$ cat src/design/fp8sdp_pkg.sv
// types, constants, decode and leading-zero count functions for the fp8 scaled dot product block
// no dependencies
package fp8sdp_pkg;

   localparam logic [31:0] CANON_NAN   = 32'h7FC0_0000;
   localparam logic [31:0] SCALE_RESET = 32'h3F80_0000;
   localparam int unsigned BF16_SHIFT  = 16;

   typedef struct packed {
      logic [7:0]  weight_code;
      logic [15:0] activation_bf16;
      logic        row_end;
   } req_type;

   typedef struct packed {
      logic [31:0] row_sum_bits;
      logic        status;
   } rsp_type;

   typedef struct packed {
      logic [31:0] weight_f32;
      logic [31:0] act_f32;
      logic        row_end;
   } item_type;

   typedef enum logic [2:0] {
      ST_IDLE,
      ST_MUL,
      ST_ADD,
      ST_NORM,
      ST_RND
   } state_type;

   typedef enum logic [1:0] {
      PH_SCALE,
      PH_ACT,
      PH_ACCUM
   } phase_type;

   function automatic logic [31:0] fp8_decode(input logic [7:0] code);
      logic       sgn;
      logic [3:0] ex;
      logic [2:0] man;
      logic [7:0] e8;
      logic [22:0] m23;
      sgn = code[7];
      ex  = code[6:3];
      man = code[2:0];
      e8  = 8'd0;
      m23 = 23'd0;
      if (ex == 4'hF && man == 3'd7) begin
         return CANON_NAN | {sgn, 31'd0};
      end
      if (ex == 4'd0) begin
         case (man)
            3'd1: begin e8 = 8'd118; m23 = 23'h000000; end
            3'd2: begin e8 = 8'd119; m23 = 23'h000000; end
            3'd3: begin e8 = 8'd119; m23 = 23'h400000; end
            3'd4: begin e8 = 8'd120; m23 = 23'h000000; end
            3'd5: begin e8 = 8'd120; m23 = 23'h200000; end
            3'd6: begin e8 = 8'd120; m23 = 23'h400000; end
            3'd7: begin e8 = 8'd120; m23 = 23'h600000; end
            default: begin e8 = 8'd0; m23 = 23'd0; end
         endcase
         return {sgn, e8, m23};
      end
      return {sgn, {4'd0, ex} + 8'd120, man, 20'd0};
   endfunction

   function automatic logic [5:0] lzc50(input logic [49:0] w);
      logic [5:0] n;
      n = 6'd0;
      for (int i = 0; i < 50; i++) begin
         if (w[i]) n = 6'(49 - i);
      end
      return n;
   endfunction

endpackage

$ cat src/design/fp8sdp_front.sv
// front end: takes requests, decodes the fp8 weight and widens the bf16 activation
// depends on fp8sdp_pkg
module fp8sdp_front (
   input  logic                req_push,
   output logic                req_full,
   input  fp8sdp_pkg::req_type req_data,
   output logic                q_push,
   input  logic                q_full,
   output fp8sdp_pkg::item_type q_item
);
   import fp8sdp_pkg::*;

   assign req_full = q_full;
   assign q_push   = req_push & ~q_full;

   always_comb begin
      q_item.weight_f32 = fp8_decode(req_data.weight_code);
      q_item.act_f32    = {req_data.activation_bf16, {BF16_SHIFT{1'b0}}};
      q_item.row_end    = req_data.row_end;
   end

endmodule

$ cat src/design/fp8sdp_queue.sv
// short queue of decoded items between front end and back end
// depends on fp8sdp_pkg
module fp8sdp_queue #(
   parameter int Depth = 2
) (
   input  logic                 clock,
   input  logic                 reset,
   input  logic                 push,
   output logic                 full,
   input  fp8sdp_pkg::item_type push_item,
   input  logic                 pop,
   output logic                 valid,
   output fp8sdp_pkg::item_type pop_item
);
   import fp8sdp_pkg::*;

   localparam int PtrW = (Depth > 1) ? $clog2(Depth) : 1;
   localparam int CntW = $clog2(Depth + 1);

   item_type            entries [Depth];
   logic [PtrW-1:0]     wr_ptr_ff, wr_ptr_in;
   logic [PtrW-1:0]     rd_ptr_ff, rd_ptr_in;
   logic [CntW-1:0]     count_ff, count_in;
   logic                do_push, do_pop;

   assign full     = (count_ff == CntW'(Depth));
   assign valid    = (count_ff != '0);
   assign do_push  = push & ~full;
   assign do_pop   = pop & valid;
   assign pop_item = entries[rd_ptr_ff];

   always_comb begin
      wr_ptr_in = wr_ptr_ff;
      rd_ptr_in = rd_ptr_ff;
      count_in  = count_ff;
      if (do_push) begin
         wr_ptr_in = (wr_ptr_ff == PtrW'(Depth - 1)) ? '0 : wr_ptr_ff + 1'b1;
      end
      if (do_pop) begin
         rd_ptr_in = (rd_ptr_ff == PtrW'(Depth - 1)) ? '0 : rd_ptr_ff + 1'b1;
      end
      if (do_push && !do_pop) begin
         count_in = count_ff + 1'b1;
      end else if (do_pop && !do_push) begin
         count_in = count_ff - 1'b1;
      end
   end

   always_ff @(posedge clock) begin
      if (reset) begin
         wr_ptr_ff <= '0;
         rd_ptr_ff <= '0;
         count_ff  <= '0;
      end else begin
         wr_ptr_ff <= wr_ptr_in;
         rd_ptr_ff <= rd_ptr_in;
         count_ff  <= count_in;
      end
   end

   always_ff @(posedge clock) begin
      if (do_push) begin
         entries[wr_ptr_ff] <= push_item;
      end
   end

endmodule

$ cat src/design/fp8sdp_back.sv
// back end: shared binary32 multiply, add, normalize and round sequencer with accumulator
// depends on fp8sdp_pkg
module fp8sdp_back (
   input  logic                 clock,
   input  logic                 reset,
   input  logic                 q_valid,
   input  fp8sdp_pkg::item_type q_item,
   output logic                 q_pop,
   input  logic [31:0]          scale_bits,
   output logic                 rsp_empty,
   input  logic                 rsp_pop,
   output fp8sdp_pkg::rsp_type  rsp_data
);
   import fp8sdp_pkg::*;

   state_type          state_ff, state_in;
   phase_type          phase_ff, phase_in;
   logic [31:0]        opa_ff, opb_ff, act_ff, acc_ff, acc_in;
   logic               last_ff;
   logic               spec_ff;
   logic [31:0]        spec_val_ff;
   logic [49:0]        wide_ff;
   logic signed [10:0] ebase_ff;
   logic               sign_ff;
   logic [47:0]        sig_ff;
   logic signed [10:0] exp_ff;
   logic               rsp_valid_ff, rsp_valid_in;
   rsp_type            rsp_data_ff, rsp_data_in;

   logic               load, finish, can_finish;

   // operand fields
   logic [7:0]  ea, eb, eeff_a, eeff_b;
   logic [23:0] siga, sigb;
   logic        a_nan, b_nan, a_inf, b_inf, a_zero, b_zero;

   // multiply stage
   logic [47:0]        m_prod;
   logic               m_spec;
   logic [31:0]        m_spec_val;
   logic signed [10:0] m_ebase;

   // add stage
   logic               a_big, s_big, sub, stk;
   logic [7:0]         e_big, d;
   logic [5:0]         dcl;
   logic [23:0]        sig_big, sig_small;
   logic [99:0]        shl;
   logic [49:0]        bigw, thi, ad_w;
   logic               ad_spec;
   logic [31:0]        ad_spec_val;

   // normalize stage
   logic [5:0]         lz;
   logic [49:0]        wn;
   logic [47:0]        n_sig;
   logic signed [10:0] n_exp;

   // round stage
   logic               normal, g, st, up;
   logic signed [10:0] sh_full;
   logic [5:0]         sh;
   logic [95:0]        rsh;
   logic [47:0]        shv;
   logic [23:0]        mant24;
   logic [7:0]         eadj;
   logic [30:0]        base;
   logic [31:0]        res;

   logic               scale_bad;
   logic [31:0]        sum_out;

   always_comb begin
      ea     = opa_ff[30:23];
      eb     = opb_ff[30:23];
      eeff_a = (ea == 8'd0) ? 8'd1 : ea;
      eeff_b = (eb == 8'd0) ? 8'd1 : eb;
      siga   = {ea != 8'd0, opa_ff[22:0]};
      sigb   = {eb != 8'd0, opb_ff[22:0]};
      a_nan  = (ea == 8'hFF) && (opa_ff[22:0] != 23'd0);
      b_nan  = (eb == 8'hFF) && (opb_ff[22:0] != 23'd0);
      a_inf  = (ea == 8'hFF) && (opa_ff[22:0] == 23'd0);
      b_inf  = (eb == 8'hFF) && (opb_ff[22:0] == 23'd0);
      a_zero = (opa_ff[30:0] == 31'd0);
      b_zero = (opb_ff[30:0] == 31'd0);
   end

   always_comb begin
      m_prod     = siga * sigb;
      m_ebase    = $signed({3'd0, eeff_a}) + $signed({3'd0, eeff_b}) - 11'sd124;
      m_spec     = 1'b1;
      m_spec_val = CANON_NAN;
      if (a_nan || b_nan || (a_inf && b_zero) || (a_zero && b_inf)) begin
         m_spec_val = CANON_NAN;
      end else if (a_inf || b_inf) begin
         m_spec_val = {opa_ff[31] ^ opb_ff[31], 8'hFF, 23'd0};
      end else if (a_zero || b_zero) begin
         m_spec_val = {opa_ff[31] ^ opb_ff[31], 31'd0};
      end else begin
         m_spec = 1'b0;
      end
   end

   always_comb begin
      a_big     = (opa_ff[30:0] >= opb_ff[30:0]);
      s_big     = a_big ? opa_ff[31] : opb_ff[31];
      e_big     = a_big ? eeff_a : eeff_b;
      d         = a_big ? (eeff_a - eeff_b) : (eeff_b - eeff_a);
      sig_big   = a_big ? siga : sigb;
      sig_small = a_big ? sigb : siga;
      dcl       = (d > 8'd50) ? 6'd50 : d[5:0];
      shl       = {1'b0, sig_small, 25'd0, 50'd0} >> dcl;
      thi       = shl[99:50];
      stk       = |shl[49:0];
      bigw      = {1'b0, sig_big, 25'd0};
      sub       = opa_ff[31] ^ opb_ff[31];
      if (sub) begin
         ad_w = (bigw - thi - {49'd0, stk}) | {49'd0, stk};
      end else begin
         ad_w = (bigw + thi) | {49'd0, stk};
      end
      ad_spec     = 1'b1;
      ad_spec_val = CANON_NAN;
      if (a_nan || b_nan || (a_inf && b_inf && sub)) begin
         ad_spec_val = CANON_NAN;
      end else if (a_inf) begin
         ad_spec_val = opa_ff;
      end else if (b_inf) begin
         ad_spec_val = opb_ff;
      end else if (ad_w == 50'd0) begin
         ad_spec_val = {opa_ff[31] & opb_ff[31], 31'd0};
      end else begin
         ad_spec = 1'b0;
      end
   end

   always_comb begin
      lz    = lzc50(wide_ff);
      wn    = wide_ff << lz;
      n_sig = wn[49:2] | {47'd0, |wn[1:0]};
      n_exp = ebase_ff - $signed({5'd0, lz});
   end

   always_comb begin
      normal  = (exp_ff >= 11'sd1);
      sh_full = 11'sd1 - exp_ff;
      if (normal) begin
         sh = 6'd0;
      end else if (sh_full > 11'sd48) begin
         sh = 6'd48;
      end else begin
         sh = sh_full[5:0];
      end
      rsh    = {sig_ff, 48'd0} >> sh;
      shv    = rsh[95:48];
      mant24 = shv[47:24];
      g      = shv[23];
      st     = (|shv[22:0]) | (|rsh[47:0]);
      up     = g & (st | mant24[0]);
      eadj   = normal ? (exp_ff[7:0] - 8'd1) : 8'd0;
      base   = {eadj, 23'd0} + {7'd0, mant24} + {30'd0, up};
      if (spec_ff) begin
         res = spec_val_ff;
      end else if (exp_ff >= 11'sd255) begin
         res = {sign_ff, 8'hFF, 23'd0};
      end else begin
         res = {sign_ff, base};
      end
   end

   always_comb begin
      state_in = state_ff;
      unique case (state_ff)
         ST_IDLE: if (q_valid) state_in = ST_MUL;
         ST_MUL:  state_in = ST_NORM;
         ST_ADD:  state_in = ST_NORM;
         ST_NORM: state_in = ST_RND;
         ST_RND: begin
            unique case (phase_ff)
               PH_SCALE: state_in = ST_MUL;
               PH_ACT:   state_in = ST_ADD;
               PH_ACCUM: if (can_finish) state_in = ST_IDLE;
               default:  state_in = ST_IDLE;
            endcase
         end
         default: state_in = ST_IDLE;
      endcase
   end

   always_comb begin
      can_finish = ~last_ff | ~rsp_valid_ff | rsp_pop;
      load       = (state_ff == ST_IDLE) && q_valid;
      q_pop      = load;
      finish     = (state_ff == ST_RND) && (phase_ff == PH_ACCUM) && can_finish;
      phase_in   = phase_ff;
      if (load) begin
         phase_in = PH_SCALE;
      end else if (state_ff == ST_RND && phase_ff == PH_SCALE) begin
         phase_in = PH_ACT;
      end else if (state_ff == ST_RND && phase_ff == PH_ACT) begin
         phase_in = PH_ACCUM;
      end
   end

   always_comb begin
      scale_bad = (scale_bits[30:23] == 8'hFF) ||
                  (scale_bits[31] && (scale_bits[30:0] != 31'd0));
      sum_out   = res;
      if (res[30:23] == 8'hFF && res[22:0] != 23'd0) sum_out = CANON_NAN;
      acc_in       = acc_ff;
      rsp_valid_in = rsp_valid_ff & ~rsp_pop;
      rsp_data_in  = rsp_data_ff;
      if (finish) begin
         acc_in = last_ff ? 32'd0 : res;
         if (last_ff) begin
            rsp_valid_in = 1'b1;
            if (scale_bad) begin
               rsp_data_in.row_sum_bits = 32'd0;
               rsp_data_in.status       = 1'b1;
            end else begin
               rsp_data_in.row_sum_bits = sum_out;
               rsp_data_in.status       = 1'b0;
            end
         end
      end
   end

   always_ff @(posedge clock) begin
      if (reset) begin
         state_ff     <= ST_IDLE;
         phase_ff     <= PH_SCALE;
         acc_ff       <= 32'd0;
         rsp_valid_ff <= 1'b0;
      end else begin
         state_ff     <= state_in;
         phase_ff     <= phase_in;
         acc_ff       <= acc_in;
         rsp_valid_ff <= rsp_valid_in;
      end
   end

   always_ff @(posedge clock) begin
      rsp_data_ff <= rsp_data_in;
      if (load) begin
         opa_ff  <= q_item.weight_f32;
         opb_ff  <= scale_bits;
         act_ff  <= q_item.act_f32;
         last_ff <= q_item.row_end;
      end
      if (state_ff == ST_MUL) begin
         spec_ff     <= m_spec;
         spec_val_ff <= m_spec_val;
         wide_ff     <= {2'd0, m_prod};
         ebase_ff    <= m_ebase;
         sign_ff     <= opa_ff[31] ^ opb_ff[31];
      end
      if (state_ff == ST_ADD) begin
         spec_ff     <= ad_spec;
         spec_val_ff <= ad_spec_val;
         wide_ff     <= ad_w;
         ebase_ff    <= $signed({3'd0, e_big}) + 11'sd1;
         sign_ff     <= s_big;
      end
      if (state_ff == ST_NORM) begin
         sig_ff <= n_sig;
         exp_ff <= n_exp;
      end
      if (state_ff == ST_RND && phase_ff == PH_SCALE) begin
         opa_ff <= res;
         opb_ff <= act_ff;
      end
      if (state_ff == ST_RND && phase_ff == PH_ACT) begin
         opa_ff <= acc_ff;
         opb_ff <= res;
      end
   end

   assign rsp_empty = ~rsp_valid_ff;
   assign rsp_data  = rsp_data_ff;

endmodule

$ cat src/design/fp8_e4m3_scaled_dot_product.sv
// the back end starts a new request only when it is through with the last; the shared
// multiply/add/round unit is held by each request in turn
// and runs two multiplies and one accumulate add per request in sequence
// a two-entry queue lets requests be taken while the back end is busy
// reset (synchronous): empty queues, accumulator +0.0, weight scale 1.0
// depends on fp8sdp_pkg, fp8sdp_front, fp8sdp_queue, fp8sdp_back
module fp8_e4m3_scaled_dot_product #(
   parameter int QueueDepth = 2
) (
   input  logic                clock,
   input  logic                reset,
   input  logic                req_push,
   output logic                req_full,
   input  fp8sdp_pkg::req_type req_data,
   output logic                rsp_empty,
   input  logic                rsp_pop,
   output fp8sdp_pkg::rsp_type rsp_data,
   input  logic                csr_valid,
   output logic                csr_ready,
   input  logic [31:0]         csr_data
);
   import fp8sdp_pkg::*;

   logic [31:0] scale_ff;
   logic        q_push, q_full, q_valid, q_pop;
   item_type    q_in, q_out;

   assign csr_ready = 1'b1;

   always_ff @(posedge clock) begin
      if (reset) begin
         scale_ff <= SCALE_RESET;
      end else if (csr_valid && csr_ready) begin
         scale_ff <= csr_data;
      end
   end

   fp8sdp_front u_front (
      .req_push (req_push),
      .req_full (req_full),
      .req_data (req_data),
      .q_push   (q_push),
      .q_full   (q_full),
      .q_item   (q_in)
   );

   fp8sdp_queue #(
      .Depth (QueueDepth)
   ) u_queue (
      .clock     (clock),
      .reset     (reset),
      .push      (q_push),
      .full      (q_full),
      .push_item (q_in),
      .pop       (q_pop),
      .valid     (q_valid),
      .pop_item  (q_out)
   );

   fp8sdp_back u_back (
      .clock      (clock),
      .reset      (reset),
      .q_valid    (q_valid),
      .q_item     (q_out),
      .q_pop      (q_pop),
      .scale_bits (scale_ff),
      .rsp_empty  (rsp_empty),
      .rsp_pop    (rsp_pop),
      .rsp_data   (rsp_data)
   );

endmodule

$ cat config.mk
export PLATFORM = sky130hd
export DESIGN_NAME = fp8_e4m3_scaled_dot_product
export DESIGN_NICKNAME = d
export VERILOG_FILES = /design/src/design/fp8sdp_pkg.sv /design/src/design/fp8sdp_front.sv /design/src/design/fp8sdp_queue.sv /design/src/design/fp8sdp_back.sv /design/src/design/fp8_e4m3_scaled_dot_product.sv
export SDC_FILE = /design/constraint.sdc
export NUM_CORES = 2
export LEC_CHECK = 0
export ABC_AREA = 1
export ABC_CLOCK_PERIOD_IN_PS = 11300
export BUFFER_PORTS_ARGS = -buffer_cell sky130_fd_sc_hd__buf_2
export CAP_MARGIN = 20
export CORE_MARGIN = 4
export CORE_UTILIZATION = 55
export DETAILED_ROUTE_END_ITERATION = 8
export PLACE_DENSITY = 0.81
export SLEW_MARGIN = 10
export SYNTH_ARGS = -nofsm -noshare
export SYNTH_HDL_FRONTEND = slang
export SYNTH_HIERARCHICAL = 1
export SYNTH_SLANG_ARGS = --single-unit
export TNS_END_PERCENT = 20
$ cat constraint.sdc
create_clock -name clock -period 11.3 [get_ports clock]
set_input_delay 1.13 -clock clock [delete_from_list [all_inputs] [get_ports clock]]
set_output_delay 1.13 -clock clock [all_outputs]
set_load 0.01 [all_outputs]
==> out/qor.txt <==
busiest grt layer - met2
Setup Buffers After CTS - 0
sequential area share after synthesis - 24.9%
Final period util - 91.5%
initial antenna violation count - 4
Chip Height - 327 µm
Nets - 8204
Fin. Hold Viols - 0
Max Freq - 96.8 MHz
GR Util met1 - 45.8%
most common cell after layout, fill and taps aside - nand2_1
drt first pass iters - 7
worst relative slew slack - 9.75%
Die ar. - 107000 µm²
PortBufs - 96
core area - 100000 µm²
Synthesis Warnings - 6
Tmin final - 10.34 ns
Yosys reg bits - 488
latest clock arrival within the worst-skew pair - 0.63 ns
Post-Syn Area per Cell - 7.56 µm²
Synth top area share - 22.2%
Critical Path AT - 10.66 ns
Mapped Area - 55900 µm²
clock buffer depth - 3
ys async rst share - 0%
share of cells above drive strength 1 - 6.23%
tightest hold margin - 0.466 ns
min-delay worst type - flip-flop to flip-flop
number of enable flip-flop cells after synthesis - 413
WHS Path Cells - 2
drt drc - 0
most frequent cells in the layout - nand2_1, inv_1, nand3_1
Max H-tree Level - 2
slew at the pin closest to its max-slew limit - 1.34 ns
final instance area - 58900 µm²
CTS tree - done
GP Congestion - 1.04
predominant post-synthesis flop cell - edfxtp_1
Worst setup SP type - flip-flop
# rows - 116
grt total ovfl - 0
# Max-Cap Violations - 0
HPWL after DPL - 138 mm
cells on worst reg2reg path - 63
IO Pins - 98
first-pass GRT wire length - 278 mm
DIE WIDTH - 327 µm
routed vias - 49500
clk_skew - 0.0469 ns
Post-Route WL - 181 mm
CP most frequent cell - nand2_1
CTS clk-pin slew, worst paths - 0.06 ns
largest net degree at the start of global routing - 73
drt wl/cell - 20.8 µm
DP Area - 57200 µm²
slowest stage delay, CP - 0.41 ns
fin. max-slew vios - 0
final setup violation count - 0
vias in the first global route - 48200
DRT iter0 DRCs - 5771
Setup TNS - 0 ns
Yosys cell types - 78
Root Buffer - clkbuf_16
area leader, netlist - edfxtp_1
top fanout value on the critical path - 25
clk sinks - 488
Layout fillers - 9077
CP Capture Type - flip-flop
CP required - 11.62 ns
RSZ-0062 raised after global routing - no
via/cell ratio - 5.71
Worst path slowest cell - edfxtp_1
Synth Instances - 7395
All-Layer GR Usage - 33.4%
met3 Usage GRT - 6.75%
Initial Util - 55.7%
grt met2 use - 51.3%
top post-synthesis cells by area - edfxtp_1, fa_1, nand2_1
outcome - finished, final reports clean
CTS buffer count - 48
Setup CP Type - flip-flop to flip-flop
Routed Antenna Nets - 0
Syn-to-layout area delta - 5.31%
==> registers in the layout (all words and copies together), names as in the netlist, 2 cells and up, named ones only <==
name	count
u_queue/entries	130
u_back/wide_ff	50
u_back/sig_ff	48
u_back/rsp_data	33
scale_ff	32
u_back/acc_ff	32
u_back/act_ff	32
u_back/opa_ff	32
u_back/opb_ff	32
u_back/spec_val_ff	32
u_back/exp_ff	11
u_back/ebase_ff	10
u_back/state_ff	3
u_back/phase_ff	2
u_queue/count_ff	2
==> metrics by stage <==
stage	std cells	util [%]	setup slack, ns
2_1_floorplan	7451	-	2.80
3_3_place_gp	8588	57.0	1.02
3_5_place_dp	8589	57.0	0.931
4_1_cts	8678	58.6	0.886
5_1_grt	8680	58.6	0.100
6_report	8682	58.6	0.965
==> cell usage after synthesis, drive strengths merged, types with 3 or more instances <==
master,instances
or2,17
xnor2,44
o21a,10
clkinv,11
o31ai,13
o21bai,8
nand2,2054
a21oi,245
and2,5
inv,1271
buf,134
edfxtp,413
nor2,432
dfxtp,75
o41ai,3
clkbuf,289
a21boi,7
ha,371
nand4,102
o221ai,25
o211ai,58
a211oi,11
a2bb2oi,4
mux2,65
xor2,80
nand3b,16
o22ai,15
o21ai,376
fa,487
a31oi,28
nor4,31
conb,3
o2111ai,3
a22oi,6
nor3,54
mux2i,11
nand3,597
==> what timing repair did <==
item                                    CTS  global route
endpoints found under the setup margin    0             8
gates resized for setup                   0             6
hold buffers                              0             0
==> worst paths after layout <==
| check | startpoint | end | slack, ns |
|---|---|---|---|
| setup / recovery | u_back/opa_ff[2]$_DFFE_PP_ | u_back/spec_val_ff[26]$_DFFE_PP_ | 0.96 |
| hold / removal | u_back/acc_ff[19]$_SDFFE_PP0P_ | u_back/acc_ff[19]$_SDFFE_PP0P_ | 0.47 |
| setup reg to reg | u_back/opa_ff[2]$_DFFE_PP_ | u_back/spec_val_ff[26]$_DFFE_PP_ | 0.96 |
| hold reg to reg | u_back/acc_ff[19]$_SDFFE_PP0P_ | u_back/acc_ff[19]$_SDFFE_PP0P_ | 0.47 |
==> logic make-up after synthesis <==
| group | share of synthesized area, % |
|---|---|
| mux | 1.84 |
| other cells | 0.0201 |
| simple gates | 24.9 |
| xor+xnor | 1.94 |
| fa+ha+maj | 25.7 |
| buf+inv | 12.2 |
| flops | 24.9 |
| compound gates | 8.50 |
==> layout make-up <==
type / count / area [µm²] / share of cell area [%]
Multi-Input combinational cell: 5258 / 35500 / 60.3
Sequential cell: 488 / 13900 / 23.6
Inverter: 1282 / 4820 / 8.18
Tap cell: 1357 / 1700 / 2.88
Clock buffer: 72 / 1430 / 2.43
Timing Repair Buffer: 206 / 1360 / 2.30
Clock inverter: 17 / 155 / 0.263
Antenna cell: 2 / 5.00 / 0.00850
==> worst max-delay path: cells and delay by family (launching register included) <==
family,cells,cell delay [ns]
flip-flops,1,0.41
buffers and inverters,6,0.67
AND/OR/NAND/NOR,35,4.44
XOR/XNOR,2,0.32
AO/OA/AOI/OAI,16,3.33
adder cells (fa/ha/maj),4,0.85
==> layer usage <==
layer,part of all wire [%],vias to the layer above,routed length (µm)
li1,-,23100,-
met1,41,23400,73500
met2,43,2510,77900
met3,10,488,18800
met4,5.7,0,10400
met5,0,-,0
Power is not shown: default switching activity piles up to over one toggle a cycle in this logic, so the estimate is an artifact.
